`config.mk`:
```
export PLATFORM = sky130hd
export DESIGN_NAME = insertion_sorter
export DESIGN_NICKNAME = d
export VERILOG_FILES = /design/src/design/isort_pkg.sv /design/src/design/isort_store.sv /design/src/design/isort_seq.sv /design/src/design/insertion_sorter.sv
export SDC_FILE = /design/constraint.sdc
export NUM_CORES = 1
export LEC_CHECK = 0
export ABC_AREA = 1
export BUFFER_PORTS_ARGS = -buffer_cell sky130_fd_sc_hd__buf_2
export CORE_MARGIN = 2
export CORE_UTILIZATION = 45
export CTS_CLUSTER_DIAMETER = 30
export DETAILED_ROUTE_END_ITERATION = 8
export PLACE_DENSITY_LB_ADDON = 0.1
export SYNTH_ARGS = -nofsm -noshare
export SYNTH_HDL_FRONTEND = slang
export SYNTH_SLANG_ARGS = --single-unit
```
`constraint.sdc`:
```
create_clock -name clock -period 5.2 [get_ports clock]
set_input_delay 0.52 -clock clock [delete_from_list [all_inputs] [get_ports clock]]
set_output_delay 0.52 -clock clock [all_outputs]
set_load 0.005 [all_outputs]
```
`src/design/isort_pkg.sv`:
```
`default_nettype none

package isort_pkg;

   // One input beat: the element and the end-of-set mark.
   typedef struct packed {
      logic signed [31:0] value;
      logic               last_item;
   } req_type;

   // One result beat.
   typedef struct packed {
      logic signed [31:0] sorted_value;
      logic               last_result;
      logic               overflow;
   } rsp_type;

   // Memory port controls driven by the sequencer.
   typedef struct packed {
      logic wr_en;
      logic rd_en;
   } mem_ctl_type;

   // Sequencer states.
   typedef enum logic [2:0] {
      ST_IDLE,
      ST_SCAN,
      ST_CMP,
      ST_EMIT_RD,
      ST_EMIT_OUT
   } state_type;

endpackage

`default_nettype wire

```
`src/design/isort_store.sv`:
```
`default_nettype none

module isort_store
   import isort_pkg::*;
#(
   parameter int DEPTH = 32
) (
   input  wire                       clock,
   input  mem_ctl_type               mem_ctl,
   input  wire [$clog2(DEPTH)-1:0]   wr_addr,
   input  wire signed [31:0]         wr_data,
   input  wire [$clog2(DEPTH)-1:0]   rd_addr,
   output logic signed [31:0]        rd_data
);

   logic signed [31:0] mem_ff [DEPTH];

   // Single write port.
   always_ff @(posedge clock) begin
      if (mem_ctl.wr_en) begin
         mem_ff[wr_addr] <= wr_data;
      end
   end

   // Single read port with registered data.
   always_ff @(posedge clock) begin
      if (mem_ctl.rd_en) begin
         rd_data <= mem_ff[rd_addr];
      end
   end

endmodule

`default_nettype wire

```
`src/design/isort_seq.sv`:
```
`default_nettype none

module isort_seq
   import isort_pkg::*;
#(
   parameter int CAPACITY = 32
) (
   input  wire                          clock,
   input  wire                          reset,
   input  wire                          start,
   input  req_type                      req_data,
   output logic                         busy,
   output logic                         rsp_valid,
   output rsp_type                      rsp_data,
   output mem_ctl_type                  mem_ctl,
   output logic [$clog2(CAPACITY)-1:0]  wr_addr,
   output logic signed [31:0]           wr_data,
   output logic [$clog2(CAPACITY)-1:0]  rd_addr,
   input  wire signed [31:0]            rd_data
);

   localparam int AW = $clog2(CAPACITY);
   localparam int CW = $clog2(CAPACITY + 1);

   state_type        state_ff, state_in;
   req_type          req_ff, req_in;
   logic [AW-1:0]    pos_ff, pos_in;
   logic [AW-1:0]    k_ff, k_in;
   logic [CW-1:0]    count_ff, count_in;
   logic             dropped_ff, dropped_in;
   logic             store_full;
   logic             new_less;
   logic             emit_last;

   // Control state.
   always_ff @(posedge clock) begin
      if (reset) begin
         state_ff   <= ST_IDLE;
         count_ff   <= '0;
         dropped_ff <= 1'b0;
      end else begin
         state_ff   <= state_in;
         count_ff   <= count_in;
         dropped_ff <= dropped_in;
      end
   end

   // Working registers of the current element.
   always_ff @(posedge clock) begin
      req_ff <= req_in;
      pos_ff <= pos_in;
      k_ff   <= k_in;
   end

   // The shared comparator: new element against the stored entry just read.
   assign new_less   = req_ff.value < rd_data;
   assign store_full = count_ff == CW'(CAPACITY);
   assign emit_last  = CW'(k_ff) == (count_ff - CW'(1));

   // Next state, memory control and result beat.
   always_comb begin
      state_in      = state_ff;
      req_in        = req_ff;
      pos_in        = pos_ff;
      k_in          = k_ff;
      count_in      = count_ff;
      dropped_in    = dropped_ff;
      mem_ctl.wr_en = 1'b0;
      mem_ctl.rd_en = 1'b0;
      wr_addr       = pos_ff;
      wr_data       = req_ff.value;
      rd_addr       = pos_ff - AW'(1);
      busy          = 1'b1;
      rsp_valid     = 1'b0;
      rsp_data.sorted_value = rd_data;
      rsp_data.last_result  = emit_last;
      rsp_data.overflow     = dropped_ff;

      unique case (state_ff)
         ST_IDLE: begin
            busy = 1'b0;
            k_in = '0;
            if (start) begin
               req_in = req_data;
               pos_in = count_ff[AW-1:0];
               if (store_full) begin
                  // The element is dropped; the store keeps its contents.
                  dropped_in = 1'b1;
                  state_in   = req_data.last_item ? ST_EMIT_RD : ST_IDLE;
               end else begin
                  state_in = ST_SCAN;
               end
            end
         end

         ST_SCAN: begin
            if (pos_ff == '0) begin
               // Reached the bottom of the store: place the element here.
               mem_ctl.wr_en = 1'b1;
               count_in      = count_ff + CW'(1);
               state_in      = req_ff.last_item ? ST_EMIT_RD : ST_IDLE;
            end else begin
               mem_ctl.rd_en = 1'b1;
               state_in      = ST_CMP;
            end
         end

         ST_CMP: begin
            mem_ctl.wr_en = 1'b1;
            if (new_less) begin
               // Move the larger entry up one place and keep scanning.
               wr_data  = rd_data;
               pos_in   = pos_ff - AW'(1);
               state_in = ST_SCAN;
            end else begin
               // Equal or smaller entry found: the element goes above it.
               count_in = count_ff + CW'(1);
               state_in = req_ff.last_item ? ST_EMIT_RD : ST_IDLE;
            end
         end

         ST_EMIT_RD: begin
            rd_addr       = k_ff;
            mem_ctl.rd_en = 1'b1;
            state_in      = ST_EMIT_OUT;
         end

         ST_EMIT_OUT: begin
            rsp_valid = 1'b1;
            if (emit_last) begin
               count_in   = '0;
               dropped_in = 1'b0;
               state_in   = ST_IDLE;
            end else begin
               k_in     = k_ff + AW'(1);
               state_in = ST_EMIT_RD;
            end
         end

         default: begin
            state_in = ST_IDLE;
         end
      endcase
   end

endmodule

`default_nettype wire

```
`src/design/insertion_sorter.sv`:
```
`default_nettype none

// Streaming stable insertion sorter for signed 32-bit values.
// Input: drive req_data and raise start; the beat is taken at an edge where
// start is high and busy is low. Elements not marked last_item produce no
// result. An element arriving while the store holds CAPACITY entries is
// dropped and every result of that run carries overflow.
// Output: when the element marked last_item has been inserted or dropped,
// the block emits every stored value in ascending order, never back to back,
// each shown for one cycle with rsp_valid; the final beat has last_result.
// The receiver cannot stall; results must be taken as they appear.
// Insertion: busy stays high while the sequencer scans the store from the
// top, one entry per read, through the single memory read port and the one
// comparator that it reuses per scanned entry; each entry larger than the
// new value moves up one place. A full store drops a beat not marked
// last_item without raising busy.
// Reset: clears the fill count and the overflow mark; the block is idle
// in the first cycle after reset. Stored data is not cleared.

module insertion_sorter
   import isort_pkg::*;
#(
   parameter int CAPACITY = 32
) (
   input  wire      clock,
   input  wire      reset,
   input  wire      start,
   input  req_type  req_data,
   output logic     busy,
   output logic     rsp_valid,
   output rsp_type  rsp_data
);

   localparam int AW = $clog2(CAPACITY);

   mem_ctl_type         mem_ctl;
   logic [AW-1:0]       wr_addr;
   logic [AW-1:0]       rd_addr;
   logic signed [31:0]  wr_data;
   logic signed [31:0]  rd_data;

   // Sequencer with the shared comparator.
   isort_seq #(
      .CAPACITY (CAPACITY)
   ) u_seq (
      .clock     (clock),
      .reset     (reset),
      .start     (start),
      .req_data  (req_data),
      .busy      (busy),
      .rsp_valid (rsp_valid),
      .rsp_data  (rsp_data),
      .mem_ctl   (mem_ctl),
      .wr_addr   (wr_addr),
      .wr_data   (wr_data),
      .rd_addr   (rd_addr),
      .rd_data   (rd_data)
   );

   // Sorted store.
   isort_store #(
      .DEPTH (CAPACITY)
   ) u_store (
      .clock   (clock),
      .mem_ctl (mem_ctl),
      .wr_addr (wr_addr),
      .wr_data (wr_data),
      .rd_addr (rd_addr),
      .rd_data (rd_data)
   );

   // Results only appear while the block is busy.
   a_rsp_busy: assert property (@(posedge clock) disable iff (reset)
      rsp_valid |-> busy)
      else $error("result beat while idle");

   // Result beats are never back to back.
   a_rsp_gap: assert property (@(posedge clock) disable iff (reset)
      rsp_valid |=> !rsp_valid)
      else $error("back-to-back result beats");

   // An accepted element not marked last causes no result next cycle.
   a_no_rsp_mid: assert property (@(posedge clock) disable iff (reset)
      (start && !busy && !req_data.last_item) |=> !rsp_valid)
      else $error("result after an element not marked last");

   // Reset leaves the block idle.
   a_reset_idle: assert property (@(posedge clock)
      reset |=> (!busy && !rsp_valid))
      else $error("block not idle after reset");

endmodule

`default_nettype wire

```
==> impl_metrics.csv <==
group,metric,value,unit
synthesis,seq_area_frac_synth,0.7496,
cts,numCtsBuffers,222,
synthesis,synth_top_cell_area_share,0.7451,
setup_path,crit_type,"register to register",
grt,grtUsageMet3,0.04980,
grt,grt_pass1_vias,29170,
routing,routed_wl,140100,um
grt,grt_util_met2,0.4356,
cells_and_area,multi_input_area,0.01019,sq mm
floorplanning,initial_core_util,0.4520,
synthesis,synth_area_leaders,"edfxtp_1, o21ai_0, o221ai_1, nor2_1, nand3_1",
placed_design,dpl_cell_area,0.04648,sq mm
synthesis,synthesis.area,0.04429,sq mm
setup_path,required,5580,ps
cts,cts_tree,"done",
cells_and_area,area.growth.synth_to_final,23.22,%
cells_and_area,layout_commonest_cell,"edfxtp_1",
min_path,holdCritPathClass,"input pin to register",
sta,rsz0062_at_grt,"false",
cts,clk_pin_slew,50,ps
sta,finalCriticalPeriod,4200,ps
sta,tightest_slew,1398,ps
floorplanning,coreArea,0.09799,sq mm
routing,avgRoutedWirePerCell,28.48,um
setup_path,start_kind,"register",
sta,report.final.hold_viol_count,0,
sta,finalSetupViolCount,0,
pwr,power_frac_clock,0.389,
run_status,status,"finished, final reports clean",
cells_and_area,nets,3515,
pwr,power_density,680.2,mW/mm^2
placed_design,gp_congestion,0.8201,
pwr,p_leak,18.22,nW
placed_design,dp_hpwl,66980,um
pwr,p_sw_frac,0.3617,
synthesis,synth-seq-cells,1109,
cells_and_area,final_cell_mix,"edfxtp_1, nor2_1, o21ai_0, o221ai_1, clkbuf_16",
floorplanning,die_x,317.7,um
routing,drtIter0Drc,3505,
placed_design,pre_cts_slack,1132,ps
pwr,combPwrFrac,0.309,
sta,fmax,238.1,MHz
placed_design,placement.io_buffers,71,
routing,drc,0,
grt,antenna_found_initial,3,
sta,clock_skew,67.52,ps
job,maxCapViolCount,0,
setup_path,arrival,4590,ps
sta,worst_slack,1000,ps
routing,vias_per_cell,6.074,
synthesis,ys_types,33,
synthesis,synth_edf_count,1099,
cts,cts.sinks,1109,
sta,tns,0,ps
cells_and_area,fill_cells,7788,
grt,met1_usage,0.3760,
floorplanning,boundaryPins,72,
sta,max_slew_margin,0.06823,
sta,post-route-period-util,0.8077,
grt,busiest_layer,"met2",
sta,holdWs,78.39,ps
setup_path,crit_path_frequent_cell,"nand2_1",
synthesis,syn_inst,3261,
cells_and_area,fin_area,0.05458,sq mm
pwr,p_seq_frac,0.302,
setup_path,slowest_delay,950,ps
cells_and_area,drive_gt1_frac,0.1630,
cells_and_area,fin_util,0.5570,
cts,insertion_delay,810,ps
cells_and_area,regArea,0.03320,sq mm
routing,ant_nets,0,
cts,post_cts_buffers,0,
pwr,p_int,23.69,mW
grt,grt_use_total,0.2740,
routing,via_count,29890,
routing,drtPass1Iterations,6,
setup_path,cp_slowest_cell,"o21ai_2",
setup_path,cp_cell_sequence,"inv_1, ha_1, nand2_1, nand2_1, nand2_1, nand2_1, nand2_1, nand2_1, nand2_1, nand2_1, nand2_1, nand2_1, nand2_1, nand3_4, buf_4, o21ai_2",
synthesis,yosysWarnings,0,
floorplanning,die_height,317.7,um
synthesis,ys_async_sr_fraction,0,
cts,ctsResizeCount,0,
synthesis,synth_nets,3337,
synthesis,synth.avg_cell_area,13.58,sq um
cts,clk_path_buf_depth,3,
synthesis,synth_area_leader_cell,"edfxtp_1",
pwr,netSwitchingPower,13.43,mW
grt,overflow,0,
cts,h-tree-depth,4,
setup_path,cp-end-kind,"register",
sta,maxSlewViolCount,0,
setup_path,worst-path-max-fanout,32,
floorplanning,rows,115,
grt,grt_pass1_wl,201200,um
cts,cts-root-buf,"clkbuf_16",
floorplanning,die_area,0.1009,sq mm
synthesis,synth_ff_type,"edfxtp_1",
grt,grt_max_degree,238,
pwr,ir_drop,778.8,uV
## flip-flops by register name, indices dropped and copies added, names as in the netlist
register	count
u_seq.count_ff	6
u_seq.dropped_ff	1
u_seq.k_ff	5
u_seq.req_ff	33
u_seq.state_ff	3
u_seq.wr_addr	5
u_store.mem_ff	1024
u_store.rd_data	32
## power by group through the flow
stage	clock, mW	sequential (mW)	combinational [mW]
2_1_floorplan	0	11.4	6.93
3_3_place_gp	0	11.3	11.2
3_5_place_dp	0	11.3	11.3
4_1_cts	14.6	11.2	11.4
5_1_grt	15.0	11.2	12.5
6_report	14.4	11.2	11.5
## path summary, 6_finish.rpt
kind | start | endpoint | slack (ps) | cells past startpoint
worst min-delay path | reset | u_seq.dropped_ff$_SDFFE_PP0P_ | 80 | 2
worst min register to register | u_seq.dropped_ff$_SDFFE_PP0P_ | u_seq.dropped_ff$_SDFFE_PP0P_ | 470 | 2
worst max register to register | u_store.rd_data[1]$_DFFE_PP_ | u_store.mem_ff[14][8]$_DFFE_PP_ | 1000 | 16
worst max-delay path | u_store.rd_data[1]$_DFFE_PP_ | u_store.mem_ff[14][8]$_DFFE_PP_ | 1000 | 16
## layer usage
metal	vias up	wire length [um]	share of wire
met1	15290	58050	0.41
met2	1471	66070	0.47
li1	12850	-	-
met5	-	11	0.000078
met3	277	11540	0.082
met4	2	4471	0.032
## synth_stat cells, drive strengths merged, types with 2 or more instances
library cell and number:
nand2 103, ha 40, nand4 3, edfxtp 1099, and2 33, dfxtp 10, buf 123, xnor2 5
o21a 2, nor3 4, clkbuf 107, inv 81, nand3 221, a21oi 26, xor2 9, nor2 571
o221ai 256, o21ai 561
## per-stage QoR
stage                     std cells  total power [mW]
after floorplan                3261             18.28
after global placement         4469             22.51
after detailed placement       4469             22.69
after CTS                      4920             37.18
after global routing           4920             38.70
final                          4921             37.12
## what timing repair did
item / 4_1_cts / 5_1_grt
endpoints found under the setup margin: 0 / 0
endpoints found under the hold margin: 33 / 0
hold buffers: 33 / 0
## logic make-up (layout without fill, tap and decap cells)
group           Yosys count  after routing  synth area share
flops                  1109           1109            0.7496
simple gates            937            937           0.08805
compound gates          849            849            0.1183
buf+inv                 311            683           0.02977
fa+ha+maj                40             40           0.01130
xor+xnor                 14             14          0.002768
mux                       1              1         0.0002260
other cells               0              1                 0
## worst max-delay path, delay by kind of cell, from the launching register on
| kind | cells | cell delay, ps |
|---|---|---|
| adder cells (fa/ha/maj) | 1 | 230 |
| flip-flops | 1 | 380 |
| AO/OA/AOI/OAI | 1 | 950 |
| buffers and inverters | 2 | 510 |
| AND/OR/NAND/NOR | 12 | 1670 |
## layout make-up
cell class / instances / share of cell area
flip-flops and latches: 1109 / 0.6084
multi-input cells: 1841 / 0.1867
clock buffers: 251 / 0.1042
clock inverters: 167 / 0.03808
well taps: 1287 / 0.02951
repair buffers: 184 / 0.02724
inverters: 81 / 0.005915
diodes: 1 / 0.00004585
No activity file was read; power rests on OpenSTA's default activity.
